## src/ptu_pkg.sv

```systemverilog
// Package with the transaction types, opcodes and descriptor constants of the page-table unit.
package ptu_pkg;

    localparam int unsigned ADDR_W  = 48;
    localparam int unsigned ENTRY_W = 64;
    localparam int unsigned PFN_W   = 36;
    localparam int unsigned OFFS_W  = 12;
    localparam int unsigned IDX_W   = 9;

    localparam logic [1:0] OP_MAP   = 2'd0;
    localparam logic [1:0] OP_UNMAP = 2'd1;
    localparam logic [1:0] OP_XLATE = 2'd2;

    localparam int unsigned D_VALID    = 0;
    localparam int unsigned D_TABLE    = 1;
    localparam int unsigned D_ATTR_DEV = 2;
    localparam int unsigned D_AP_USER  = 6;
    localparam int unsigned D_AP_RO    = 7;
    localparam int unsigned D_SH_LO    = 8;
    localparam int unsigned D_SH_HI    = 9;
    localparam int unsigned D_AF       = 10;
    localparam int unsigned D_PXN      = 53;
    localparam int unsigned D_UXN      = 54;

    typedef struct packed {
        logic [1:0]        op;
        logic [ADDR_W-1:0] virt_addr;
        logic [ADDR_W-1:0] phys_in;
        logic              flag_write;
        logic              flag_exec;
        logic              flag_user;
        logic              flag_device;
    } in_item_t;

    typedef struct packed {
        logic               status;
        logic [ENTRY_W-1:0] leaf_word;
        logic [ADDR_W-1:0]  phys_out;
    } out_item_t;

endpackage

```

## src/ptu_ctrl.sv

```systemverilog
// Walk sequencer: clears the store after reset, then walks, allocates and updates entries.
module ptu_ctrl #(
    parameter int unsigned TABLE_FRAMES = 16,
    parameter int unsigned AW           = 13
) (
    input  logic                        aclk,
    input  logic                        aresetn,
    input  logic                        s_valid,
    output logic                        s_ready,
    input  ptu_pkg::in_item_t           s_data,
    input  logic [ptu_pkg::PFN_W-1:0]   base_pfn,
    output logic                        res_valid,
    input  logic                        res_ready,
    output ptu_pkg::out_item_t          res_data,
    output logic [AW-1:0]               mem_addr,
    output logic                        mem_we,
    output logic [ptu_pkg::ENTRY_W-1:0] mem_wdata,
    input  logic [ptu_pkg::ENTRY_W-1:0] mem_rdata
);
    import ptu_pkg::*;

    localparam int unsigned FW    = AW - IDX_W;
    localparam int unsigned NW    = $clog2(TABLE_FRAMES + 1);
    localparam int unsigned DEPTH = TABLE_FRAMES * (2 ** IDX_W);

    localparam logic [2:0] ST_CLR  = 3'd0;
    localparam logic [2:0] ST_IDLE = 3'd1;
    localparam logic [2:0] ST_RD   = 3'd2;
    localparam logic [2:0] ST_EV   = 3'd3;
    localparam logic [2:0] ST_DONE = 3'd4;

    localparam logic [1:0] LVL_LEAF = 2'd3;

    logic [2:0]    state_reg, state_next;
    logic [1:0]    level_reg, level_next;
    logic [FW-1:0] frame_reg, frame_next;
    logic [NW-1:0] nff_reg, nff_next;
    logic [AW-1:0] clr_addr_reg, clr_addr_next;
    in_item_t      item_reg, item_next;
    out_item_t     res_reg, res_next;

    logic [IDX_W-1:0] idx;
    logic [PFN_W-1:0] diff;
    logic             ptr_ok;
    logic [PFN_W-1:0] new_pfn;
    logic [ENTRY_W-1:0] page_desc;

    function automatic logic [ENTRY_W-1:0] make_page(input in_item_t it);
        logic [ENTRY_W-1:0] d;
        d = {16'd0, it.phys_in[ADDR_W-1:OFFS_W], 12'd0};
        d[D_VALID] = 1'b1;
        d[D_TABLE] = 1'b1;
        d[D_AF]    = 1'b1;
        if (it.flag_device) begin
            d[D_ATTR_DEV] = 1'b1;
            d[D_UXN]      = 1'b1;
            d[D_PXN]      = 1'b1;
        end else begin
            d[D_SH_LO] = 1'b1;
            d[D_SH_HI] = 1'b1;
        end
        if (!it.flag_write) begin
            d[D_AP_RO] = 1'b1;
        end
        if (it.flag_user) begin
            d[D_AP_USER] = 1'b1;
        end
        if (!it.flag_exec) begin
            d[D_UXN] = 1'b1;
            d[D_PXN] = 1'b1;
        end else if (!it.flag_user) begin
            d[D_UXN] = 1'b1;
        end
        return d;
    endfunction

    always_comb begin
        case (level_reg)
            2'd0:    idx = item_reg.virt_addr[47:39];
            2'd1:    idx = item_reg.virt_addr[38:30];
            2'd2:    idx = item_reg.virt_addr[29:21];
            default: idx = item_reg.virt_addr[20:12];
        endcase
    end

    // A table pointer is followed only when it names a frame under the current base.
    assign diff      = mem_rdata[ADDR_W-1:OFFS_W] - base_pfn;
    assign ptr_ok    = mem_rdata[D_VALID] && mem_rdata[D_TABLE] &&
                       (diff < PFN_W'(TABLE_FRAMES));
    assign new_pfn   = base_pfn + PFN_W'(nff_reg);
    assign page_desc = make_page(item_reg);

    always_comb begin
        state_next    = state_reg;
        level_next    = level_reg;
        frame_next    = frame_reg;
        nff_next      = nff_reg;
        clr_addr_next = clr_addr_reg;
        item_next     = item_reg;
        res_next      = res_reg;
        mem_we        = 1'b0;
        mem_wdata     = '0;
        mem_addr      = {frame_reg, idx};

        case (state_reg)
            ST_CLR: begin
                mem_addr = clr_addr_reg;
                mem_we   = 1'b1;
                if (clr_addr_reg == AW'(DEPTH - 1)) begin
                    state_next = ST_IDLE;
                end else begin
                    clr_addr_next = clr_addr_reg + 1'b1;
                end
            end
            ST_IDLE: begin
                if (s_valid) begin
                    item_next  = s_data;
                    level_next = 2'd0;
                    frame_next = '0;
                    res_next   = '{status: 1'b1, leaf_word: '0, phys_out: '0};
                    state_next = ST_DONE;
                    case (s_data.op)
                        OP_MAP: begin
                            if (s_data.virt_addr[OFFS_W-1:0] == '0 &&
                                s_data.phys_in[OFFS_W-1:0] == '0) begin
                                state_next = ST_RD;
                            end
                        end
                        OP_UNMAP: begin
                            if (s_data.virt_addr[OFFS_W-1:0] == '0) begin
                                state_next = ST_RD;
                            end
                        end
                        OP_XLATE: begin
                            state_next = ST_RD;
                        end
                        default: begin
                            state_next = ST_DONE;
                        end
                    endcase
                end
            end
            ST_RD: begin
                state_next = ST_EV;
            end
            ST_EV: begin
                state_next = ST_DONE;
                res_next   = '{status: 1'b1, leaf_word: '0, phys_out: '0};
                if (level_reg != LVL_LEAF) begin
                    if (item_reg.op == OP_MAP && !mem_rdata[D_VALID]) begin
                        // Empty slot on the way down: take the next free frame.
                        if (nff_reg < NW'(TABLE_FRAMES)) begin
                            mem_we     = 1'b1;
                            mem_wdata  = {16'd0, new_pfn, 12'd0};
                            mem_wdata[D_VALID] = 1'b1;
                            mem_wdata[D_TABLE] = 1'b1;
                            frame_next = nff_reg[FW-1:0];
                            nff_next   = nff_reg + 1'b1;
                            level_next = level_reg + 1'b1;
                            state_next = ST_RD;
                        end
                    end else if (ptr_ok) begin
                        frame_next = diff[FW-1:0];
                        level_next = level_reg + 1'b1;
                        state_next = ST_RD;
                    end else if (item_reg.op == OP_XLATE) begin
                        res_next.status = 1'b0;
                    end
                end else begin
                    case (item_reg.op)
                        OP_MAP: begin
                            if (!mem_rdata[D_VALID]) begin
                                mem_we          = 1'b1;
                                mem_wdata       = page_desc;
                                res_next.status = 1'b0;
                            end
                        end
                        OP_UNMAP: begin
                            if (mem_rdata[D_VALID]) begin
                                mem_we          = 1'b1;
                                mem_wdata       = '0;
                                res_next.status = 1'b0;
                            end
                        end
                        default: begin
                            res_next.status    = 1'b0;
                            res_next.leaf_word = mem_rdata;
                            if (mem_rdata[D_VALID] && mem_rdata[D_TABLE]) begin
                                res_next.phys_out = {mem_rdata[ADDR_W-1:OFFS_W],
                                                     item_reg.virt_addr[OFFS_W-1:0]};
                            end
                        end
                    endcase
                end
            end
            ST_DONE: begin
                if (res_ready) begin
                    state_next = ST_IDLE;
                end
            end
            default: begin
                state_next = ST_IDLE;
            end
        endcase
    end

    always_ff @(posedge aclk) begin
        if (!aresetn) begin
            state_reg    <= ST_CLR;
            level_reg    <= 2'd0;
            frame_reg    <= '0;
            nff_reg      <= NW'(1);
            clr_addr_reg <= '0;
        end else begin
            state_reg    <= state_next;
            level_reg    <= level_next;
            frame_reg    <= frame_next;
            nff_reg      <= nff_next;
            clr_addr_reg <= clr_addr_next;
        end
        item_reg <= item_next;
        res_reg  <= res_next;
    end

    assign s_ready   = (state_reg == ST_IDLE);
    assign res_valid = (state_reg == ST_DONE);
    assign res_data  = res_reg;

`ifndef ASSERT_OFF
    a_we_state: assert property (@(posedge aclk) disable iff (!aresetn)
        mem_we |-> (state_reg == ST_EV || state_reg == ST_CLR))
        else $error("store written outside the evaluate or clear states");
    a_nff_bound: assert property (@(posedge aclk) disable iff (!aresetn)
        nff_reg <= NW'(TABLE_FRAMES))
        else $error("free frame counter past the frame count");
    a_frame_bound: assert property (@(posedge aclk) disable iff (!aresetn)
        (state_reg == ST_RD) |-> (frame_reg < FW'(TABLE_FRAMES) || FW'(TABLE_FRAMES) == '0))
        else $error("walk frame out of range");
    a_one_at_a_time: assert property (@(posedge aclk) disable iff (!aresetn)
        (s_valid && s_ready) |=> !s_ready)
        else $error("second transaction taken while one is in flight");
    a_res_hold: assert property (@(posedge aclk) disable iff (!aresetn)
        (res_valid && !res_ready) |=> (res_valid && $stable(res_data)))
        else $error("pending result changed before it was taken");
`endif

endmodule

```

## config.mk

```make
export PLATFORM = sky130hd
export DESIGN_NAME = ptu_ctrl
export DESIGN_NICKNAME = d
export VERILOG_FILES = /design/src/ptu_pkg.sv /design/src/ptu_ctrl.sv
export SDC_FILE = /design/constraint.sdc
export NUM_CORES = 1
export LEC_CHECK = 0
export ABC_AREA = 1
export BUFFER_PORTS_ARGS = -buffer_cell sky130_fd_sc_hd__buf_2
export CAP_MARGIN = 20
export CELL_PAD_IN_SITES_DETAIL_PLACEMENT = 0
export CELL_PAD_IN_SITES_GLOBAL_PLACEMENT = 2
export CORE_UTILIZATION = 30
export CTS_CLUSTER_SIZE = 20
export DETAILED_ROUTE_END_ITERATION = 16
export PLACE_DENSITY = 0.9
export SLEW_MARGIN = 10
export SYNTH_ARGS = -nofsm -noshare
export SYNTH_HDL_FRONTEND = slang
export SYNTH_SLANG_ARGS = --single-unit
```

## constraint.sdc

```tcl
create_clock -name aclk -period 8.46 [get_ports aclk]
set_clock_uncertainty 0.15 [all_clocks]
set_input_delay 0.846 -clock aclk [delete_from_list [all_inputs] [get_ports aclk]]
set_output_delay 0.846 -clock aclk [all_outputs]
set_load 0.05 [all_outputs]
```

**After elaboration in Yosys (flattened, before gate mapping)**

Cells that the tools add are included.

- Bits in registers: 242
- Bits in latches: 0
- Bits in writable memories: 0
- Memory bits (read-only): 0
- Input port bits: 206
- Logic and storage cells: 116
- Memories kept: 0

- $add $sub $neg: 5
- Multipliers: 0
- Divide/modulo/power cells: 0
- Magnitude comparators: 2
- Equality and inequality tests: 18
- Shift-type cells: 0
- Muxes and demuxes: 56
- Bitwise logic cells: 1
- Reduce and logical (&&, ||, !) cells: 19

Operator list:

| kind | number |
|---|---|
| one-hot mux 113 bit (2 select lines) | 1 |
| two-way mux 112 bit | 2 |
| two-way mux 48 bit | 3 |
| two-way mux 64 bit | 2 |
| two-way mux 113 bit | 1 |
| two-way mux 55 bit | 2 |
| adder 36 x 5 -> 36 bit | 1 |
| less-than comparator 36 x 5 -> 1 bit (second input constant) | 1 |
| subtractor 36 bit | 1 |
| two-way mux 3 bit | 9 |
| one-hot mux 9 bit (3 select lines) | 1 |
| logical NOT 12 bit | 2 |
| two-way mux 4 bit | 5 |
| two-way mux 1 bit | 15 |
| one-hot mux 3 bit (5 select lines) | 1 |
| two-way mux 2 bit | 7 |
| adder 13 x 1 -> 13 bit (second input constant) | 1 |
| == test 13 bit (second input constant) | 1 |
| two-way mux 13 bit | 1 |
| one-hot mux 3 bit (3 select lines) | 1 |
| != test 2 bit (second input constant) | 4 |
| one-hot mux 4 bit (2 select lines) | 1 |
| == test 2 x 1 -> 1 bit (second input constant) | 3 |
| == test 2 bit (second input constant) | 3 |
| other kinds (21) | 32 |

**Depth between registers and ports, before layout**

Gate-level depths: netlist of the first run.

- Depth after elaboration: 7
- Depth in mapped cells: 24
- Mapped depth without buffers: 24

**Least setup slack after synthesis of the first run**

Ideal clock, no wire load.

- Path type: input -> register
- Start: input s_valid
- End: register res_reg (netlist bit res_data[0]), enable pin
- Setup time: 624 ps
- Arrival: 6406 ps
- Required time: 7686 ps
- Setup slack: 1280 ps
- Stages: 2
- Cells stage by stage: inv_1 > a21oi_1

- Cells in the longest elaborated chain, start to end: 2

RTL lines:

| what | RTL line | RTL |
|---|---|---|
| from (decl) | ptu_ctrl.sv:8 | `input logic s_valid,` |
| != test 2 bit (no line) | - |  |
| AND reduction 2 bit (no line) | - |  |
| to (signal assigned) | ptu_ctrl.sv:222 | `res_reg <= res_next;` |
| to (decl) | ptu_ctrl.sv:40 | `out_item_t res_reg, res_next;` |

No other way between the ends.
A chain may end at the register's enable or synchronous reset.

**Worst setup path after layout of the first run**

- Start: register level_reg[0]
- End: output mem_wdata[54] (netlist name)

- Cells in the longest elaborated chain, start to end: 3

RTL lines:

| what | RTL line | RTL |
|---|---|---|
| from (decl) | ptu_ctrl.sv:35 | `logic [1:0] level_reg, level_next;` |
| from (signal assigned) | ptu_ctrl.sv:216 | `level_reg <= level_next;` |
| != test 2 bit | ptu_ctrl.sv:149 | `if (level_reg != LVL_LEAF) begin` |
| two-way mux 64 bit | ptu_ctrl.sv:149 |  |
| two-way mux 64 bit | ptu_ctrl.sv:105 | `case (state_reg)` |
| to (decl) | ptu_ctrl.sv:17 | `output logic [ptu_pkg::ENTRY_W-1:0] mem_wdata,` |

No other way between the ends.

==> results.json, run 1 <==
{
  "synth-async-reset-ratio": 0,
  "wl_per_cell_um": 17.7,
  "area_growth_pct": 24.7,
  "rows": 77,
  "start_util": 0.303,
  "final_common_cell": "buf_2",
  "p_leak_nw": 7.77,
  "core_mm2": 0.0441,
  "power_mw": 2.64,
  "fin_cells": 2653,
  "outcome": "completed",
  "end_kind": "output pin",
  "setup_violations": 0,
  "synthFlopType": "edfxtp_1",
  "hold_path.class": "in2reg",
  "finalCritPeriodShare": 0.558,
  "worst_slew_pin_slew_ns": 1.06,
  "synth_cells": 1652,
  "largest_reg_flops": 113,
  "clk_latency_ns": 0.56,
  "vias_per_cell": 4.59,
  "tns_ns": 0,
  "p_int_mw": 1.91,
  "vdd_ir_drop_max_v": 0.000164,
  "synth_top_area_frac": 0.455,
  "cts.sinks": 230,
  "wl_mm": 47.0,
  "io_buffers": 380,
  "cts_hold_buf": 0,
  "clkSlewWorstSetupHoldPaths_ns": 0.06,
  "yosysTopAreaCell": "edfxtp_1",
  "max_freq_mhz": 212,
  "root_buffer": "clkbuf_16",
  "grt_max_degree": 81,
  "placedCellCount": 2600,
  "die_w_um": 213,
  "synth.distinct_cells": 56,
  "post-route-drc-count": 0,
  "combPwrFrac": 0.146,
  "synth_edf_count": 203,
  "drive_gt1_frac": 0.238,
  "critPathLaunchType": "flip-flop",
  "ys_ff_latch": 230,
  "post-cts-setup-buffers": 0,
  "pwr-share-clk": 0.389,
  "final_net_count": 2291,
  "powerDensity_mw_per_mm2": 158,
  "final_cell_mix": "buf_2, nand2_1, inv_1, nor2_1, edfxtp_1",
  "grt_pass1_wl_mm": 68.5,
  "firstDrtPassIters": 5,
  "whs_ns": 0.308,
  "hold_viol_final": 0,
  "nFillCells": 4698,
  "dp_hpwl_mm": 38.3,
  "p_seq_frac": 0.465,
  "cts_resized": 0,
  "yosys-top-cells-area": "edfxtp_1, nand2_1, inv_1",
  "critPathMaxFanout": 34,
  "clk_path_buf_depth": 3,
  "maxSlewViolCount": 0,
  "die_area_mm2": 0.0455,
  "cts_tree": "built",
  "critical_path_class": "reg2out",
  "initialDrtViolationCount": 664,
  "cap_violations": 0,
  "final_util": 0.379,
  "crit_required_ns": 7.46,
  "syn_area_mm2": 0.0134,
  "place.gp.congestion": 0.936,
  "io_pins": 399,
  "max_slew_margin": 0.295,
  "grt_pass1_vias": 11800,
  "seq_area_frac_synth": 0.496,
  "vias": 12200,
  "synth_area_per_cell_um2": 8.10,
  "antenna_found_initial": 11,
  "cts_buffers": 26,
  "ant_nets": 0,
  "die_h_um": 213,
  "rsz0062_at_grt": "false",
  "gr-total-overflow": 0,
  "ys_warn_count": 0,
  "power.share.switching": 0.275,
  "rrSetupSlack_ns": 5.32,
  "grtUsageTotal": 0.202,
  "cp_data_arrival_time_ns": 3.72,
  "p_switching_mw": 0.726,
  "htreeDepth": 1,
  "period_needed_ns": 4.72
}
per-layer routing:
metal	vias up	global-route usage	wire length [µm]
met4	8	0.0594	1060
met1	5642	0.249	19900
met2	339	0.353	23200
met3	74	0.0406	2680
met5	-	0	41
li1	6111	-	-
synthesized netlist by cell type (4+ instances only):
cell	number
nor3_1	27
nand4_1	17
buf_4	21
o22ai_1	4
o21ai_1	6
nand2_1	378
edfxtp_1	203
clkbuf_1	19
nand3b_1	5
nor2_2	14
o21ai_0	63
inv_2	7
nor2_1	243
a32o_1	8
ha_1	46
xnor2_1	5
nor4_1	11
nand3_2	8
buf_1	6
nand3_1	81
a31oi_1	5
o211ai_1	7
nand2_2	15
inv_1	292
dfxtp_1	27
a21oi_1	83
layout make-up:
type                            instances  area (µm²)  share of cell area
Multi-Input combinational cell       1090        5460               0.327
Timing Repair Buffer                  387        1970               0.118
Tap cell                              592         741              0.0443
Clock buffer                           29         662              0.0396
Inverter                              302        1130              0.0679
Antenna cell                            6        15.0            0.000899
Sequential cell                       230        6640               0.397
Clock inverter                         17        92.6             0.00554
cells by family (layout without fill, tap and decap cells):
logic type,after synthesis,in the layout,share of synthesized area
flops,230,230,0.496
fa+ha+maj,48,48,0.0460
xor+xnor,9,9,0.00645
buf+inv,349,735,0.104
other cells,1,24,0.000280
compound gates,199,199,0.0857
simple gates,816,816,0.262
worst paths after layout:
check | startpoint | to | cells past startpoint
min | s_data[20] | item_reg[20] | 1
max | level_reg[0] | mem_wdata[54] | 8
max reg2reg | level_reg[0] | res_data[39] | 10
min reg2reg | frame_reg[0] | frame_reg[0] | 2
critical path, stage by stage (launching register included):
cell     delay (ns)
dfxtp_1        0.40
ha_1           0.53
inv_1          0.34
nor2_1         0.17
inv_1          0.12
nor2_4         0.81
inv_1          0.26
a31oi_1        0.22
buf_2          0.29
through the flow:
step / cell area [µm²] / setup slack (ns)
after floorplan: 13500 / 1.28
after global placement: 15900 / 3.90
after detailed placement: 15900 / 3.94
after CTS: 16700 / 3.64
after global routing: 16700 / 3.39
final: 16700 / 3.74
power by group through the flow:
| stage | Clock [mW] | Combinational, mW | Sequential [mW] |
|---|---|---|---|
| finish | 1.02 | 0.385 | 1.23 |
| floorplan | 0 | 0.243 | 1.25 |
| global placement | 0 | 0.384 | 1.25 |
| CTS | 1.05 | 0.385 | 1.23 |
| global route | 1.09 | 0.432 | 1.23 |
| detailed placement | 0 | 0.383 | 1.25 |
Power figures use the tool's default switching activity.
==> run 2: changes to the inputs <==
- ABC_AREA: 1 -> 0
- CORE_UTILIZATION: 30 -> 29
- PLACE_DENSITY: 0.9 -> 0.85
- clock period: 8.46 -> 4.2 ns (I/O delays scaled with it)
==> run 2 against run 1 <==
Setup slack lost 3.6 ns. Via count shrank 8.8%. Synthesized cell count shrank 28%. Clock power grew 130%. Design area grew 5.3%. Clock-buffer cell count grew 5. Routed wire length shrank 8.1%. First-iteration DRC count shrank 4.4%. Flip-flop and latch count is the same. Register-to-register slack lost 3.9 ns. Non-clock buffer count grew 166. Highest routed layer unchanged.
==> results.json, run 2 <==
{
  "vdd_ir_drop_max_v": 0.000370,
  "largest_reg_flops": 113,
  "hold_viol_final": 0,
  "p_leak_nw": 7.03,
  "combPwrFrac": 0.149,
  "p_int_mw": 4.19,
  "cap_violations": 0,
  "area_growth_pct": 38.2,
  "final_util": 0.407,
  "post-route-drc-count": 0,
  "synth-async-reset-ratio": 0,
  "finalCritPeriodShare": 0.960,
  "critPathMaxFanout": 6,
  "clk_latency_ns": 0.54,
  "cts_buffers": 26,
  "post-cts-setup-buffers": 0,
  "clk_path_buf_depth": 3,
  "grt_pass1_wl_mm": 64.3,
  "wl_per_cell_um": 18.7,
  "ys_ff_latch": 230,
  "seq_area_frac_synth": 0.522,
  "dp_hpwl_mm": 32.0,
  "antenna_found_initial": 7,
  "powerDensity_mw_per_mm2": 319,
  "clkSlewWorstSetupHoldPaths_ns": 0.06,
  "hold_path.class": "in2reg",
  "io_pins": 399,
  "grt_pass1_vias": 11200,
  "p_seq_frac": 0.441,
  "cp_data_arrival_time_ns": 3.46,
  "p_switching_mw": 1.42,
  "drive_gt1_frac": 0.299,
  "cpMaxStageDelayCell": "or3_4",
  "rsz0062_at_grt": "false",
  "core_mm2": 0.0432,
  "rows": 76,
  "crit_path_max_incr_delay_ns": 0.42,
  "outcome": "completed",
  "period_needed_ns": 4.03,
  "grt_max_degree": 113,
  "netlist_top_cells_count": "edfxtp_1, nand2_1, and2_1, o21ai_0, a21oi_1",
  "gr-total-overflow": 0,
  "synth_top_area_frac": 0.479,
  "synth_cells": 1189,
  "power.share.switching": 0.254,
  "tns_ns": 0,
  "path_cells": "ha_1, a21o_1, a21o_1, a21o_1, a21oi_1, or3_1, or3_4, buf_4, nor3_1, xnor2_1, o21ai_0, buf_2",
  "critPathLaunchType": "flip-flop",
  "crit_top_cell": "a21o_1",
  "max_slew_margin": 0.316,
  "wl_mm": 43.2,
  "yosys.cell_count.top_type": "edfxtp_1",
  "synth.distinct_cells": 80,
  "crit_required_ns": 3.63,
  "final_net_count": 1958,
  "die_area_mm2": 0.0447,
  "yosysTopAreaCell": "edfxtp_1",
  "yosys-top-cells-area": "edfxtp_1, ha_1, dfxtp_1",
  "io_buffers": 380,
  "synth_edf_count": 203,
  "worst_slew_pin_slew_ns": 1.03,
  "die_h_um": 211,
  "vias": 11100,
  "initialDrtViolationCount": 635,
  "cts.sinks": 230,
  "start_util": 0.295,
  "place.gp.congestion": 0.898,
  "setup_violations": 0,
  "ys_warn_count": 0,
  "vias_per_cell": 4.80,
  "maxSlewViolCount": 0,
  "htreeDepth": 1,
  "grtUsageTotal": 0.188,
  "synthFlopType": "edfxtp_1",
  "syn_area_mm2": 0.0127,
  "synth_area_per_cell_um2": 10.7,
  "final_cell_mix": "buf_2, edfxtp_1, dlygate4sd3_1, nand2_1, and2_1",
  "ant_nets": 0,
  "firstDrtPassIters": 5,
  "die_w_um": 211,
  "root_buffer": "clkbuf_16",
  "end_kind": "output pin",
  "pwr-share-clk": 0.411,
  "final_common_cell": "buf_2",
  "max_freq_mhz": 248,
  "cts_tree": "built",
  "critical_path_class": "reg2out"
}
-- run 2: changes by cell type in the layout (fill, tap and decap cells not counted), moves of 24 or more --
| cell | before | now |
|---|---|---|
| inv_1 | 291 | 51 |
| nand3_1 | 81 | 37 |
| nor2_1 | 241 | 53 |
| a21oi_1 | 82 | 58 |
| dlygate4sd3_1 | 0 | 117 |
| nand2_1 | 377 | 102 |
| and3_1 | 0 | 54 |
| xnor2_1 | 5 | 52 |
| buf_4 | 6 | 57 |
| and2_1 | 0 | 78 |
-- run 2: metrics by stage --
step	cells	power, mW	area (µm²)	setup slack (ns)	hold WS (ns)
after floorplan	1206	2.97	12800	0.0120	0.285
after global placement	2143	3.26	15400	0.0678	0.327
after detailed placement	2143	3.26	15400	0.0699	0.350
after CTS	2308	5.66	17500	0.00561	0.000717
after global routing	2312	5.84	17600	0.00388	0.0131
final	2313	5.61	17600	0.170	0.0343
-- run 2: power groups by stage --
stage	combinational, mW	clock (mW)	sequential, mW
global route	0.911	2.46	2.47
global placement	0.735	0	2.52
floorplan	0.454	0	2.52
finish	0.835	2.30	2.47
CTS	0.827	2.36	2.47
detailed placement	0.737	0	2.52
-- run 2: area by class of cell --
class / instances / area (µm²)
multi-input combinational: 841 / 5560
sequential: 230 / 6640
clock buffer: 34 / 742
tap: 585 / 732
inverter: 52 / 199
fill: 4276 / 25600
timing repair buffer: 553 / 3580
antenna: 4 / 10.0
clock inverter: 14 / 121
-- run 2: worst max-delay path: cells and delay by family (launching register included) --
family / cells / cell delay, ns
AOI/OAI and AO/OA: 5 / 0.66
buffers and inverters: 2 / 0.48
xor gates and xnor gates: 1 / 0.10
and+or+nand+nor: 3 / 1.00
adders and majority gates: 1 / 0.29
DFF: 1 / 0.36
-- run 2: kinds of logic (layout without fill, tap and decap cells) --
kind of cell,after synthesis,after routing,share of synthesized area
xor+xnor,59,59,0.0406
other cells,1,22,0.000295
simple gates,445,445,0.185
compound gates,258,258,0.141
mux,13,13,0.0107
flops,230,230,0.522
buf+inv,135,653,0.0518
fa+ha+maj,48,48,0.0484
-- run 2: timing repair --
| item | 4_1_cts | 5_1_grt |
|---|---|---|
| cloned | 0 | 0 |
| gates resized for setup | 10 | 22 |
| hold buffers | 117 | 0 |
| endpoints found under the setup margin | 11 | 17 |
| hold endpoints to repair | 117 | 0 |
-- run 2: final timing paths --
kind,startpoint,to,slack (ns),depth (start not counted)
setup / recovery,nff_reg[1],mem_wdata[33],0.17,12
hold / removal,mem_rdata[17],res_data[65],0.03,2
setup reg to reg,state_reg[1],clr_addr_reg[10],1.41,5
hold reg to reg,frame_reg[3],frame_reg[3],0.36,2
-- run 2: metal layers --
| layer | up-vias | GRT usage | part of all wire |
|---|---|---|---|
| met1 | 5329 | 0.234 | 0.43 |
| met2 | 324 | 0.326 | 0.49 |
| li1 | 5375 | - | - |
| met4 | 6 | 0.0587 | 0.029 |
| met3 | 65 | 0.0346 | 0.052 |
| met5 | - | 0 | 0.00095 |
==> run 3: changes to the inputs <==
- CORE_UTILIZATION: 29 -> 34
- GPL_TIMING_DRIVEN: not set -> 0
- PLACE_DENSITY: 0.85 -> 0.93
- clock period: 4.2 -> 4.79 ns (I/O delays scaled with it)
==> run 3 against run 2 <==
Via count is 0.92% lower. First-iteration DRC count grew 8.7%. Critical path depth rose by 2. Design area fell by 1.9%. Routed wire length shrank 4.0%. Combinational power down 17%. Core utilization increased by 6.3 points. Setup slack gained 0.047 ns. Flip-flop and latch count stayed put. Critical endpoint is now mem_wdata[39]. Sequential share of layout area rose by 0.73 points.
==> results.json, run 3 (same netlist as run 2, synthesis figures left out) <==
{
  "outcome": "completed",
  "maxSlewViolCount": 0,
  "final_net_count": 1958,
  "die_w_um": 195,
  "reg2reg_depth": 7,
  "rows": 70,
  "cp_top_family": "simple AND/OR/NAND/NOR gates",
  "crit_path_max_incr_delay_ns": 0.42,
  "place_area_mm2": 0.0153,
  "period_needed_ns": 4.57,
  "p_int_mw": 3.87,
  "p_switching_mw": 1.24,
  "grt_pass1_vias": 11000,
  "r2r_start": "state_reg[1]",
  "p_seq_frac": 0.424,
  "power.share.switching": 0.243,
  "post-route-drc-count": 0,
  "ant_nets": 0,
  "cpMaxStageDelayCell": "or3_1",
  "dp_hpwl_mm": 31.6,
  "largest_reg_flops": 113,
  "design_area_mm2": 0.0172,
  "cp.buffers_inverters": 2,
  "final_common_cell": "buf_2",
  "firstDrtPassIters": 7,
  "path_cells": "ha_1, a21o_1, a21o_1, a21o_1, a21oi_1, or3_1, or3_1, clkbuf_1, nor2_2, and2_2, nand2_1, xnor2_2, o21ai_0, buf_4",
  "r2r-end": "res_data[109]",
  "clk_path_buf_depth": 3,
  "placedCellCount": 2056,
  "setup_violations": 0,
  "core_mm2": 0.0367,
  "vias": 11000,
  "finalCritPeriodShare": 0.955,
  "area_growth_pct": 35.5,
  "gr-total-overflow": 0,
  "die_area_mm2": 0.0382,
  "critPathMaxFanout": 6,
  "crit_required_ns": 4.16,
  "dp_worst_setup_slack_ns": 0.213,
  "vias_per_cell": 5.01,
  "drive_gt1_frac": 0.285,
  "htreeDepth": 1,
  "hold_depth": 1,
  "powerDensity_mw_per_mm2": 297,
  "rsz0062_at_grt": "false",
  "crit_top_cell": "a21o_1",
  "cts_buffers": 26,
  "max_slew_margin": 0.292,
  "final_cell_mix": "buf_2, edfxtp_1, nand2_1, dlygate4sd3_1, and2_1",
  "start_util": 0.347,
  "pwr-share-clk": 0.441,
  "io_pins": 399,
  "worst_slew_pin_slew_ns": 1.05,
  "die_h_um": 195,
  "grtUsageTotal": 0.212,
  "root_buffer": "clkbuf_16",
  "clk_latency_ns": 0.54,
  "hp-start": "s_data[100]",
  "critical_path_class": "reg2out",
  "p_leak_nw": 6.97,
  "place.gp.congestion": 0.877,
  "min_to": "item_reg[100]",
  "grt_pass1_wl_mm": 62.5,
  "critPathLaunchType": "flip-flop",
  "combPwrFrac": 0.135,
  "cts_tree": "built",
  "antenna_found_initial": 3,
  "wl_per_cell_um": 18.9,
  "cp_data_arrival_time_ns": 3.94,
  "fin_ws_ns": 0.217,
  "fin_cells": 2194,
  "hold_viol_final": 0,
  "grt_max_degree": 86,
  "wl_mm": 41.4,
  "rrSetupSlack_ns": 1.88,
  "vdd_ir_drop_max_v": 0.000282,
  "hold_path.class": "in2reg",
  "clkSlewWorstSetupHoldPaths_ns": 0.06,
  "max_freq_mhz": 219,
  "end_kind": "output pin",
  "tns_ns": 0,
  "cts.sinks": 230,
  "initialDrtViolationCount": 690,
  "io_buffers": 380,
  "cap_violations": 0,
  "power_mw": 5.11
}
==> run 3: changes by cell type in the layout (fill, tap and decap cells not counted), moves of 3 or more <==
cell and change:
o21ai_0 +7, clkbuf_1 +43, o21ai_1 -5, dlygate4sd3_1 -28, clkinv_1 -4, buf_12 -4, buf_2 +13, buf_4 -32
buf_6 +5, clkbuf_8 -3, bufinv_16 +5
==> run 3: worst max path at each step <==
stage	start	endpoint	slack, ns	depth (start not counted)
final	nff_reg[1]	mem_wdata[39]	0.22	14
after global routing	nff_reg[1]	mem_wdata[39]	0.005	14
after CTS	nff_reg[1]	mem_wdata[39]	0.07	14
after detailed placement	base_pfn[0]	mem_wdata[40]	0.21	16
after global placement	state_reg[0]	frame_reg[1]	0.02	6
after floorplan	state_reg[1]	frame_reg[0]	0.02	6
==> run 3: per-layer routing <==
metal,global-route usage,vias up,part of all wire
met3,0.0413,56,0.058
met1,0.275,5208,0.44
met2,0.362,356,0.48
li1,-,5377,-
met5,0,-,0
met4,0.0487,0,0.021
==> run 3: worst reg2reg max path, cell delays in order (launching register included) <==
cell and delay (ns):
dfxtp_1 0.32, buf_6 0.13, and3b_1 0.17, clkbuf_1 0.25, and3_1 0.41, clkbuf_1 0.59
clkbuf_1 0.54, and2_1 0.22
==> run 3: power by group through the flow <==
stage / Sequential, mW / Clock (mW) / Combinational [mW]
after floorplan: 2.21 / 0 / 0.398
after global placement: 2.21 / 0 / 0.624
after detailed placement: 2.21 / 0 / 0.626
after CTS: 2.17 / 2.30 / 0.686
after global routing: 2.17 / 2.38 / 0.760
final: 2.17 / 2.25 / 0.692
==> run 3: through the flow <==
| step | utilization | hold slack [ns] |
|---|---|---|
| final | 0.470 | 0.0374 |
| after global placement | 0.416 | 0.326 |
| after CTS | 0.469 | 0.00370 |
| after global routing | 0.470 | 0.0107 |
| after floorplan | - | 0.285 |
| after detailed placement | 0.418 | 0.339 |
==> run 3: final cells by class <==
class,count,area (µm²)
fill,3432,19500
multi-input combinational,841,5530
timing repair buffer,471,2860
sequential,230,6640
buffer,82,460
clock inverter,16,263
inverter,52,198
clock buffer,32,704
antenna,2,5.00
tap,468,586
==> run 3: what timing repair did <==
| item | in CTS | in global routing |
|---|---|---|
| setup buffers | 0 | 0 |
| setup endpoints to repair | 6 | 19 |
| gates resized for setup | 3 | 9 |
| hold buffers | 89 | 0 |
| hold endpoints to repair | 89 | 0 |
